**src/design/dtq_pkg.sv**
```systemverilog
// dtq_pkg: request and result types, action and status codes, and the
// controller/datapath command and status structs of the deadline timer queue
// no dependencies
`timescale 1ns / 1ps

package dtq_pkg;

    // action codes of a request
    localparam logic [1:0] ACT_SUBMIT = 2'd0;
    localparam logic [1:0] ACT_TICK   = 2'd1;
    localparam logic [1:0] ACT_POP    = 2'd2;

    // status codes of a result
    localparam logic [1:0] ST_OK     = 2'd0;
    localparam logic [1:0] ST_POPPED = 2'd1;
    localparam logic [1:0] ST_NONE   = 2'd2;
    localparam logic [1:0] ST_FULL   = 2'd3;

    // delay scaling, seconds to milliseconds
    localparam logic [9:0] MS_PER_SEC = 10'd1000;
    localparam int         PROD_W     = 26;

    typedef struct packed {
        logic [1:0]  action;
        logic [15:0] task_handle;
        logic [15:0] delay_seconds;
    } req_item_t;

    typedef struct packed {
        logic [1:0]  status;
        logic [15:0] popped_handle;
        logic [4:0]  entry_count;
    } res_item_t;

    // controller to datapath
    typedef struct packed {
        logic       load_item;
        logic       tick;
        logic       sub_write;
        logic       scan_step;
        logic       shift_start;
        logic       shift_step;
        logic       pop_commit;
        logic       load_result;
        logic [1:0] code;
    } cmd_t;

    // datapath to controller
    typedef struct packed {
        logic full;
        logic empty;
        logic scan_last;
        logic shift_last;
        logic best_last;
        logic due;
    } stat_t;

endpackage

```
**src/design/dtq_datapath.sv**
```systemverilog
// dtq_datapath: task memory, millisecond clock, occupancy, minimum scan,
// compaction shift and result register; depends on dtq_pkg
`timescale 1ns / 1ps

module dtq_datapath #(
    parameter int CAPACITY  = 16,
    parameter int TIME_BITS = 48
) (
    input  logic              clk,
    input  logic              rst_n,
    input  dtq_pkg::req_item_t req_item,
    input  dtq_pkg::cmd_t     cmd,
    output dtq_pkg::stat_t    stat,
    output dtq_pkg::res_item_t res_item
);

    import dtq_pkg::*;

    localparam int IDX_W = $clog2(CAPACITY);
    localparam int CNT_W = $clog2(CAPACITY + 1);
    localparam int ENT_W = TIME_BITS + 16;

    logic [ENT_W-1:0]     mem [CAPACITY];

    logic [TIME_BITS-1:0] now_reg;
    logic [CNT_W-1:0]     occ_reg;
    logic                 cmp_valid_reg;
    logic                 wr_pending_reg;

    logic [IDX_W-1:0]     idx_reg;
    logic [IDX_W-1:0]     cmp_idx_reg;
    logic [IDX_W-1:0]     wr_idx_reg;
    logic [IDX_W-1:0]     best_idx_reg;
    logic [TIME_BITS-1:0] best_dl_reg;
    logic [15:0]          best_handle_reg;
    logic [15:0]          handle_in_reg;
    logic [PROD_W-1:0]    prod_reg;
    logic [ENT_W-1:0]     rd_data_reg;
    res_item_t            res_reg;

    logic [IDX_W:0]       idx_inc;
    logic [IDX_W-1:0]     rd_addr;
    logic                 we;
    logic [IDX_W-1:0]     waddr;
    logic [ENT_W-1:0]     wdata;
    logic [TIME_BITS-1:0] deadline;
    logic [TIME_BITS-1:0] rd_dl;
    logic [15:0]          rd_handle;
    logic [CNT_W-1:0]     idx_ext;
    logic [CNT_W-1:0]     best_ext;
    logic [CNT_W+4:0]     occ_wide;

    assign idx_inc   = {1'b0, idx_reg} + 1'b1;
    assign rd_addr   = cmd.shift_step ? idx_inc[IDX_W-1:0] : idx_reg;
    assign deadline  = now_reg + {{(TIME_BITS-PROD_W){1'b0}}, prod_reg};
    assign we        = cmd.sub_write | wr_pending_reg;
    assign waddr     = wr_pending_reg ? wr_idx_reg : occ_reg[IDX_W-1:0];
    assign wdata     = wr_pending_reg ? rd_data_reg : {deadline, handle_in_reg};
    assign rd_dl     = rd_data_reg[ENT_W-1:16];
    assign rd_handle = rd_data_reg[15:0];
    assign idx_ext   = CNT_W'(idx_reg);
    assign best_ext  = CNT_W'(best_idx_reg);
    assign occ_wide  = {5'd0, occ_reg};

    always_comb
    begin
        stat.full       = (occ_reg == CNT_W'(CAPACITY));
        stat.empty      = (occ_reg == '0);
        stat.scan_last  = (idx_ext + CNT_W'(1) == occ_reg);
        stat.shift_last = (idx_ext + CNT_W'(2) == occ_reg);
        stat.best_last  = (best_ext + CNT_W'(1) == occ_reg);
        stat.due        = (best_dl_reg <= now_reg);
    end

    // memory: one write port, one registered read port
    always_ff @(posedge clk)
    begin
        if (we)
        begin
            mem[waddr] <= wdata;
        end
        rd_data_reg <= mem[rd_addr];
    end

    always_ff @(posedge clk or negedge rst_n)
    begin
        if (!rst_n)
        begin
            now_reg        <= '0;
            occ_reg        <= '0;
            cmp_valid_reg  <= 1'b0;
            wr_pending_reg <= 1'b0;
        end
        else
        begin
            cmp_valid_reg  <= cmd.scan_step;
            wr_pending_reg <= cmd.shift_step;
            if (cmd.tick)
            begin
                now_reg <= now_reg + 1'b1;
            end
            if (cmd.sub_write)
            begin
                occ_reg <= occ_reg + 1'b1;
            end
            else if (cmd.pop_commit)
            begin
                occ_reg <= occ_reg - 1'b1;
            end
        end
    end

    always_ff @(posedge clk)
    begin
        if (cmd.load_item)
        begin
            idx_reg       <= '0;
            handle_in_reg <= req_item.task_handle;
            prod_reg      <= PROD_W'(req_item.delay_seconds) * PROD_W'(MS_PER_SEC);
        end
        else if (cmd.shift_start)
        begin
            idx_reg <= best_idx_reg;
        end
        else if (cmd.scan_step || cmd.shift_step)
        begin
            idx_reg <= idx_inc[IDX_W-1:0];
        end
        cmp_idx_reg <= idx_reg;
        wr_idx_reg  <= idx_reg;
        // first minimum wins, so equal deadlines keep submission order
        if (cmp_valid_reg && ((cmp_idx_reg == '0) || (rd_dl < best_dl_reg)))
        begin
            best_idx_reg    <= cmp_idx_reg;
            best_dl_reg     <= rd_dl;
            best_handle_reg <= rd_handle;
        end
        if (cmd.load_result)
        begin
            res_reg.status        <= cmd.code;
            res_reg.popped_handle <= (cmd.code == ST_POPPED) ? best_handle_reg : 16'd0;
            res_reg.entry_count   <= occ_wide[4:0];
        end
    end

    assign res_item = res_reg;

`ifndef SYNTH
    a_occ_bound: assert property (@(posedge clk) disable iff (!rst_n)
        occ_reg <= CNT_W'(CAPACITY))
        else $error("occupancy above capacity");
    a_no_write_full: assert property (@(posedge clk) disable iff (!rst_n)
        cmd.sub_write |-> !stat.full)
        else $error("submit write into full store");
    a_no_pop_empty: assert property (@(posedge clk) disable iff (!rst_n)
        cmd.pop_commit |-> !stat.empty)
        else $error("removal from empty store");
    a_one_writer: assert property (@(posedge clk) disable iff (!rst_n)
        !(cmd.sub_write && wr_pending_reg))
        else $error("submit write collides with shift write");
`endif

endmodule

```
**src/design/dtq_controller.sv**
```systemverilog
// dtq_controller: request sequencing state machine and result valid
// depends on dtq_pkg
`timescale 1ns / 1ps

module dtq_controller (
    input  logic           clk,
    input  logic           rst_n,
    input  logic           req_valid,
    input  logic [1:0]     req_action,
    output logic           req_stall,
    output logic           res_valid,
    input  logic           res_stall,
    input  dtq_pkg::stat_t stat,
    output dtq_pkg::cmd_t  cmd
);

    import dtq_pkg::*;

    typedef enum logic [7:0] {
        S_IDLE      = 8'b0000_0001,
        S_SUB_WR    = 8'b0000_0010,
        S_SCAN      = 8'b0000_0100,
        S_SCAN_END  = 8'b0000_1000,
        S_CHECK     = 8'b0001_0000,
        S_SHIFT     = 8'b0010_0000,
        S_SHIFT_END = 8'b0100_0000,
        S_DONE      = 8'b1000_0000
    } state_t;

    state_t     state_reg, state_next;
    logic [1:0] code_reg, code_next;
    logic       res_valid_reg, res_valid_next;

    assign req_stall = (state_reg != S_IDLE);
    assign res_valid = res_valid_reg;

    always_comb
    begin
        state_next     = state_reg;
        code_next      = code_reg;
        res_valid_next = res_valid_reg && res_stall;
        cmd            = '0;
        cmd.code       = code_reg;
        case (state_reg)
            S_IDLE:
            begin
                if (req_valid)
                begin
                    cmd.load_item = 1'b1;
                    state_next    = S_DONE;
                    code_next     = ST_OK;
                    case (req_action)
                        ACT_SUBMIT:
                        begin
                            if (stat.full)
                            begin
                                code_next = ST_FULL;
                            end
                            else
                            begin
                                state_next = S_SUB_WR;
                            end
                        end
                        ACT_TICK:
                        begin
                            cmd.tick = 1'b1;
                        end
                        ACT_POP:
                        begin
                            if (stat.empty)
                            begin
                                code_next = ST_NONE;
                            end
                            else
                            begin
                                state_next = S_SCAN;
                            end
                        end
                        default:
                        begin
                            code_next = ST_OK;
                        end
                    endcase
                end
            end
            S_SUB_WR:
            begin
                cmd.sub_write = 1'b1;
                state_next    = S_DONE;
            end
            S_SCAN:
            begin
                cmd.scan_step = 1'b1;
                if (stat.scan_last)
                begin
                    state_next = S_SCAN_END;
                end
            end
            S_SCAN_END:
            begin
                state_next = S_CHECK;
            end
            S_CHECK:
            begin
                state_next = S_DONE;
                if (!stat.due)
                begin
                    code_next = ST_NONE;
                end
                else
                begin
                    code_next = ST_POPPED;
                    if (stat.best_last)
                    begin
                        cmd.pop_commit = 1'b1;
                    end
                    else
                    begin
                        cmd.shift_start = 1'b1;
                        state_next      = S_SHIFT;
                    end
                end
            end
            S_SHIFT:
            begin
                cmd.shift_step = 1'b1;
                if (stat.shift_last)
                begin
                    state_next = S_SHIFT_END;
                end
            end
            S_SHIFT_END:
            begin
                cmd.pop_commit = 1'b1;
                state_next     = S_DONE;
            end
            S_DONE:
            begin
                if (!res_valid_reg || !res_stall)
                begin
                    cmd.load_result = 1'b1;
                    res_valid_next  = 1'b1;
                    state_next      = S_IDLE;
                end
            end
            default:
            begin
                state_next = S_IDLE;
            end
        endcase
    end

    always_ff @(posedge clk or negedge rst_n)
    begin
        if (!rst_n)
        begin
            state_reg     <= S_IDLE;
            code_reg      <= ST_OK;
            res_valid_reg <= 1'b0;
        end
        else
        begin
            state_reg     <= state_next;
            code_reg      <= code_next;
            res_valid_reg <= res_valid_next;
        end
    end

`ifndef SYNTH
    a_result_holds: assert property (@(posedge clk) disable iff (!rst_n)
        (res_valid_reg && res_stall) |=> res_valid_reg)
        else $error("result dropped while stalled");
    a_load_free: assert property (@(posedge clk) disable iff (!rst_n)
        cmd.load_result |-> (!res_valid_reg || !res_stall))
        else $error("result register overwritten");
    a_one_result: assert property (@(posedge clk) disable iff (!rst_n)
        (state_reg == S_IDLE && req_valid) |=> (state_reg != S_IDLE))
        else $error("request accepted without result sequence");
`endif

endmodule

```
**src/design/deadline_timer_queue.sv**
```systemverilog
// deadline_timer_queue: top level of the delayed-task queue
// depends on dtq_pkg, dtq_controller, dtq_datapath
`timescale 1ns / 1ps

// usage
//   request channel: req_valid / req_stall / req_item carry one request
//   (submit, tick, or pop); a request moves when req_valid is high and
//   req_stall is low. exactly one result per request on res_valid /
//   res_stall / res_item, in request order.
// sequence from acceptance to result valid
//   tick, full submit, empty pop, unused action: straight to the result step
//   submit: delay*1000 product registered at accept, then memory write
//   pop: minimum scan over all occupied slots through the single memory read
//   port, then, if the task is due and not in the last slot, a shift of the slots
//   behind it to close the gap it leaves, since tasks stay packed in submit order
// throughput: one request at a time; the block returns to idle in the
//   cycle after loading a result; a new request is taken once the
//   previous result sits in the output register, so a stalled result does
//   not hold the next request back, only the one after it
// reset: clears task count, millisecond clock and result valid; the
//   task memory is not cleared and needs no clearing pass
// a stalled result holds its value until taken

module deadline_timer_queue #(
    parameter int CAPACITY  = 16,
    parameter int TIME_BITS = 48
) (
    input  logic               clk,
    input  logic               rst_n,
    input  logic               req_valid,
    output logic               req_stall,
    input  dtq_pkg::req_item_t req_item,
    output logic               res_valid,
    input  logic               res_stall,
    output dtq_pkg::res_item_t res_item
);

    import dtq_pkg::*;

    // command and status between sequencer and datapath
    cmd_t  cmd;
    stat_t stat;

    // sequencer: decodes the request, walks scan and shift, owns res_valid
    dtq_controller u_ctrl (
        .clk        (clk),
        .rst_n      (rst_n),
        .req_valid  (req_valid),
        .req_action (req_item.action),
        .req_stall  (req_stall),
        .res_valid  (res_valid),
        .res_stall  (res_stall),
        .stat       (stat),
        .cmd        (cmd)
    );

    // datapath: task memory, clock, occupancy, minimum search, result reg
    dtq_datapath #(
        .CAPACITY  (CAPACITY),
        .TIME_BITS (TIME_BITS)
    ) u_dp (
        .clk      (clk),
        .rst_n    (rst_n),
        .req_item (req_item),
        .cmd      (cmd),
        .stat     (stat),
        .res_item (res_item)
    );

endmodule

```
**config.mk**
```make
export PLATFORM = sky130hd
export DESIGN_NAME = deadline_timer_queue
export DESIGN_NICKNAME = d
export VERILOG_FILES = /design/src/design/dtq_pkg.sv /design/src/design/dtq_datapath.sv /design/src/design/dtq_controller.sv /design/src/design/deadline_timer_queue.sv
export SDC_FILE = /design/constraint.sdc
export NUM_CORES = 2
export LEC_CHECK = 0
export ABC_AREA = 1
export BUFFER_PORTS_ARGS = -buffer_cell sky130_fd_sc_hd__buf_2
export CORE_UTILIZATION = 40
export DETAILED_ROUTE_END_ITERATION = 12
export HOLD_SLACK_MARGIN = 0.02
export PLACE_DENSITY_LB_ADDON = 0.15
export SYNTH_ARGS = -nofsm -noshare
export SYNTH_HDL_FRONTEND = slang
export SYNTH_SLANG_ARGS = --single-unit
```
**constraint.sdc**
```tcl
create_clock -name clk -period 6.72 [get_ports clk]
set_input_delay 1.344 -clock clk [delete_from_list [all_inputs] [get_ports clk]]
set_output_delay 1.344 -clock clk [all_outputs]
set_load 0.05 [all_outputs]
```
After elaboration in Yosys (flattened, before gate mapping) --
Memory sizes are Yosys's and may differ from the RTL's. A register that Yosys moved wholly into a read port is not among the register bits. Index checks and enable logic that the tools add are counted.
Cells by class: equal/unequal tests 20, bitwise operators 1, add/subtract/negate cells 7, order comparisons 2, multiplexer cells 41, $mul 1, reduce and logical (&&, ||, !) cells 16
Operator list (number):
- 64-bit 2-to-1 mux | 1
- 8-bit 2-to-1 mux | 8
- 8-bit one-hot mux with 7 select lines | 1
- 48-bit by 1-bit adder with 48-bit output (second input constant) | 1
- 48-bit by 26-bit adder with 48-bit output | 1
- 48-bit less-or-equal comparator | 1
- 48-bit < comparator | 1
- 16-bit by 7-bit multiplier with 23-bit output (second input constant) | 1
- 4-bit 2-to-1 mux | 4
- 8-bit one-hot mux with 2 select lines | 1
- 5-bit == test | 3
- 1-bit 2-to-1 mux | 15
- 2-bit 2-to-1 mux | 6
- 4-bit by 1-bit adder with 5-bit output (second input constant) | 2
- 5-bit 2-to-1 mux | 2
- 8-bit by 1-bit == test with 1-bit output (second input constant) | 1
- 8-bit by 2-bit == test with 1-bit output (second input constant) | 1
- 8-bit by 3-bit == test with 1-bit output (second input constant) | 1
- 8-bit by 4-bit == test with 1-bit output (second input constant) | 1
- 8-bit by 5-bit == test with 1-bit output (second input constant) | 1
- 8-bit by 6-bit == test with 1-bit output (second input constant) | 1
- 8-bit by 7-bit == test with 1-bit output (second input constant) | 1
- 8-bit == test (second input constant) | 1
- 8-bit by 1-bit inequality test with 1-bit output (second input constant) | 1
- other kinds (21) | 31
Word-level totals: output and inout port bits 25, bits of input ports 38, bits in writable memories 1024, bits in registers 204, memories kept 1, logic and storage cells 106
Memory list:
- u_dp.mem | depth 16, width 64, read ports 1, clocked after Yosys merged registers in 1, write ports 1, line dtq_datapath.sv:23 | logic [ENT_W-1:0] mem [CAPACITY];

Depth between registers and ports, before layout --
depth after elaboration 7, gate-level depth with buffers 18, gate-level depth less buffers 18

By module --
A second synthesis with hierarchy kept.
Second synthesis, totals: cells, all modules 5303, area total of the unflattened synthesis 59029.1 um2
By module, submodules not included:
- dtq_datapath | times used 1, cells each 5193, seq. area each 37470.9 um2, area an instance 58297.2 um2
- dtq_controller | times used 1, cells each 110, seq. area each 276.5 um2, area an instance 732.0 um2

Worst setup path after synthesis --
No wires, ideal clock.
path type flip-flop to flip-flop, from register u_dp.best_dl_reg[25], to register u_dp.best_dl_reg[0] (enable), setup time 598 ps, arrival 6215 ps, clock period less this slack 6814 ps, path slack -94 ps, cell stages (with the launch flop) 12, path buffers 0, required time 6122 ps, cell sequence edfxtp_1 -> inv_1 -> ha_1 -> nand2_1 -> inv_1 -> o21bai_1 -> a21oi_1 -> nor4_1 -> nand2_1 -> a21oi_1 -> nand2_1 -> a21boi_0
On the way: cells in the longest elaborated chain, start to end 3
RTL lines:
- start, declared | line dtq_datapath.sv:34 | logic [TIME_BITS-1:0] best_dl_reg;
- start signal, assigned | line dtq_datapath.sv:135 | best_dl_reg <= rd_dl;
- 48-bit < comparator | line dtq_datapath.sv:132 | if (cmp_valid_reg && ((cmp_idx_reg == '0) || (rd_dl < best_dl_reg)))
- 1-bit logical OR | line dtq_datapath.sv:132
- 1-bit logical AND | line dtq_datapath.sv:132
Every way passes these cells. A chain may end at the register's enable or synchronous reset.

Final worst setup path --
from input req_item[5] (netlist name), to register u_dp.prod_reg[21] (data pin)
On the way: cells in the longest elaborated chain, start to end 1
RTL lines:
- start, declared | line deadline_timer_queue.sv:32 | input dtq_pkg::req_item_t req_item,
- 16-bit by 7-bit multiplier with 23-bit output | line dtq_datapath.sv:119 | prod_reg <= PROD_W'(req_item.delay_seconds) * PROD_W'(MS_PER_SEC);
- end signal, assigned | line dtq_datapath.sv:119
- end, declared | line dtq_datapath.sv:37 | logic [PROD_W-1:0] prod_reg;
Every way passes these cells.

==> run metrics <==
status completed; area fraction in compound gates after synthesis 0.1008; clock buffer count from CTS 144; final design utilization 0.4531; # diodes 0; Setup crit end kind flop; multiplexer share of the synthesized area 0.0001706; CTS clk-pin slew, worst paths 60 ps; Max-Cap Viols 0; Die ar. 148200 sq um; share of layout cells above drive strength 1 0.1107; Initial DRT Pass Iterations 6; # setup viols final 0; worst path required time 7220 ps; kind of critical path input port to flop; Post-Place Cells 6804; final setup margin 1720 ps; Top FF cell, synth edfxtp_1; setup TNS 0 ps; Nets 5305; largest stage delay on the critical path 550 ps; Synth Warn # 0; Mapped Area 58660 sq um; most frequent cells in the layout 1154 x edfxtp_1, 621 x nand2_1, 505 x inv_1; Root Buffer clkbuf_16; Synth Area in XOR/XNOR 0.01401; crit path max fanout 4; critical path, cell by cell buf_2, inv_1, fa_1, fa_1, fa_1, fa_1, inv_1, ha_1, a21oi_1, o21ai_0, a21oi_1, inv_1, a21oi_1, o21ai_0, nand2_1, nand2_1, xor2_1; Post-Syn Nets 5264; Synth Area in Adders 0.05708; Synth area leader edfxtp_1; DRT iter0 DRCs 3186; fin area 65950 sq um; global-route wire length before repair 240500 um; WHS 432.5 ps; port bufs 62; Largest register FFs 1024; number of synthesized flops with an enable pin 1154; period utilization 0.7440; post-CTS setup buffer count 0; placed inst area 61150 sq um; vias in the first global route 36.41k; Longest Clk Path Bufs 3; clk sinks 1292; GP Congestion 0.8764; final std cells w/o fill 7068; Rel. slew slack 0.09688; Ports 63; largest net degree at the start of global routing 210; Setup WS pre-CTS 984.8 ps; CTS tree done; slowest CP cell fa_1; Area growth, synth to finish 12.44%; hold-fix buffers at CTS 0; worst hold path type flop to flop; routed vias 37.71k; largest family of logic cells by synthesized area simple AND/OR/NAND/NOR gates; leak pwr 23.46 nW; Mean Syn Cell Area 11.75 sq um; overall power 27.70 mW; synth top area cells edfxtp_1 59%, nand3_1 4.2%, nand2_1 4.0%, o211ai_1 4.0%, ha_1 3.8%; worst-skew pair later-pin latency 800 ps; PwrDens 420.0 nW/um^2; core region area 145600 sq um; Async SR Flop Fraction 0.05108; clock skew 50.99 ps; Die Ht 384.9 um; sequential cell area fraction in the yosys report 0.6435; post-synthesis cell count 4992; Slew Limit Fails 0; RSZ-0062 raised after global routing false; f_max 200.0 MHz; vias per inst 5.335; WL per Instance 22.90 um; CTS HTree Levels 4; row cnt 140; #FFs+latches synth 1292; chip width 384.9 um; starting density of the core 0.4030; most used cell, CP fa_1; synth unique cells 56; post-cts resize count 0; Arrival @ worst endpoint 5500 ps; Hold Vio Cnt, Final 0; ANT nets after route 0; top cell type's share of synthesized area 0.5908; worst-margin pin slew 1355 ps; Critical Path Start Type input port; Tot GR Track Use 0.2185; Detailed Route WL 161900 um; DR DRC count 0; grt ovf 0; commonest non-fill, non-tap cell in the layout edfxtp_1; crit path time final 5000 ps; Final HPWL DP 84980 um; Peak VDD IR 443.1 uV; initial antenna violation count 1; post-synthesis simple-gate area fraction 0.1315
-- cell type report --
| class | count | area, sq um |
|---|---|---|
| inverter | 521 | 1978 |
| fill | 13310 | 79610 |
| timing repair buffer | 129 | 1028 |
| tap | 1917 | 2399 |
| multi-input combinational | 2945 | 17990 |
| clock buffer | 196 | 3990 |
| clock inverter | 68 | 812.0 |
| sequential | 1292 | 37750 |
-- worst max-delay path, delay by kind of cell --
family | cells | cell delay, ps
xor gates and xnor gates | 1 | 150
and+or+nand+nor | 2 | 150
adders and majority gates | 5 | 2360
AOI/OAI and AO/OA | 5 | 1050
buffers and inverters | 4 | 460
-- final timing paths --
kind,cells after the start,end,slack [ps],startpoint
worst max-delay path,17,u_dp.prod_reg[21],1720,req_item[5]
worst max register to register,8,u_dp.mem[8][41],2780,u_ctrl.state_reg[5]
worst min-delay path,0,u_dp.best_idx_reg[1],430,u_dp.cmp_idx_reg[1]
max in group asynchronous,1,u_dp.wr_pending_reg,5320,rst_n
min in group asynchronous,1,u_ctrl.res_valid,680,rst_n
worst min register to register,0,u_dp.best_idx_reg[1],430,u_dp.cmp_idx_reg[1]
-- cells in the mapped netlist, types with 71 or more instances --
cell type,count
ha_1,178
a21oi_1,112
o211ai_1,309
inv_1,507
nor2_1,170
nand3_1,490
edfxtp_1,1154
or2_2,174
nand2_1,621
o21ai_0,292
or2_1,71
dfxtp_1,72
clkbuf_1,121
xor2_1,76
o21ai_1,163
-- logic make-up after synthesis --
| kind of cell | after synthesis |
|---|---|
| buf+inv | 755 |
| xor+xnor | 93 |
| compound gates | 977 |
| fa+ha+maj | 234 |
| mux | 1 |
| simple gates | 1640 |
| flops | 1292 |
-- where the power goes --
part | internal [mW] | switching [mW]
Sequential | 10.8 | 0.636
Combinational | 2.42 | 5.90
Clock | 4.57 | 3.34
-- routing by layer --
layer / GRT usage / share of wire
met5: 0 / 0
met4: 0.05511 / 0.020
met3: 0.03007 / 0.049
met2: 0.3490 / 0.47
met1: 0.3131 / 0.46
Note: power is estimated with default switching activity, not from simulation.
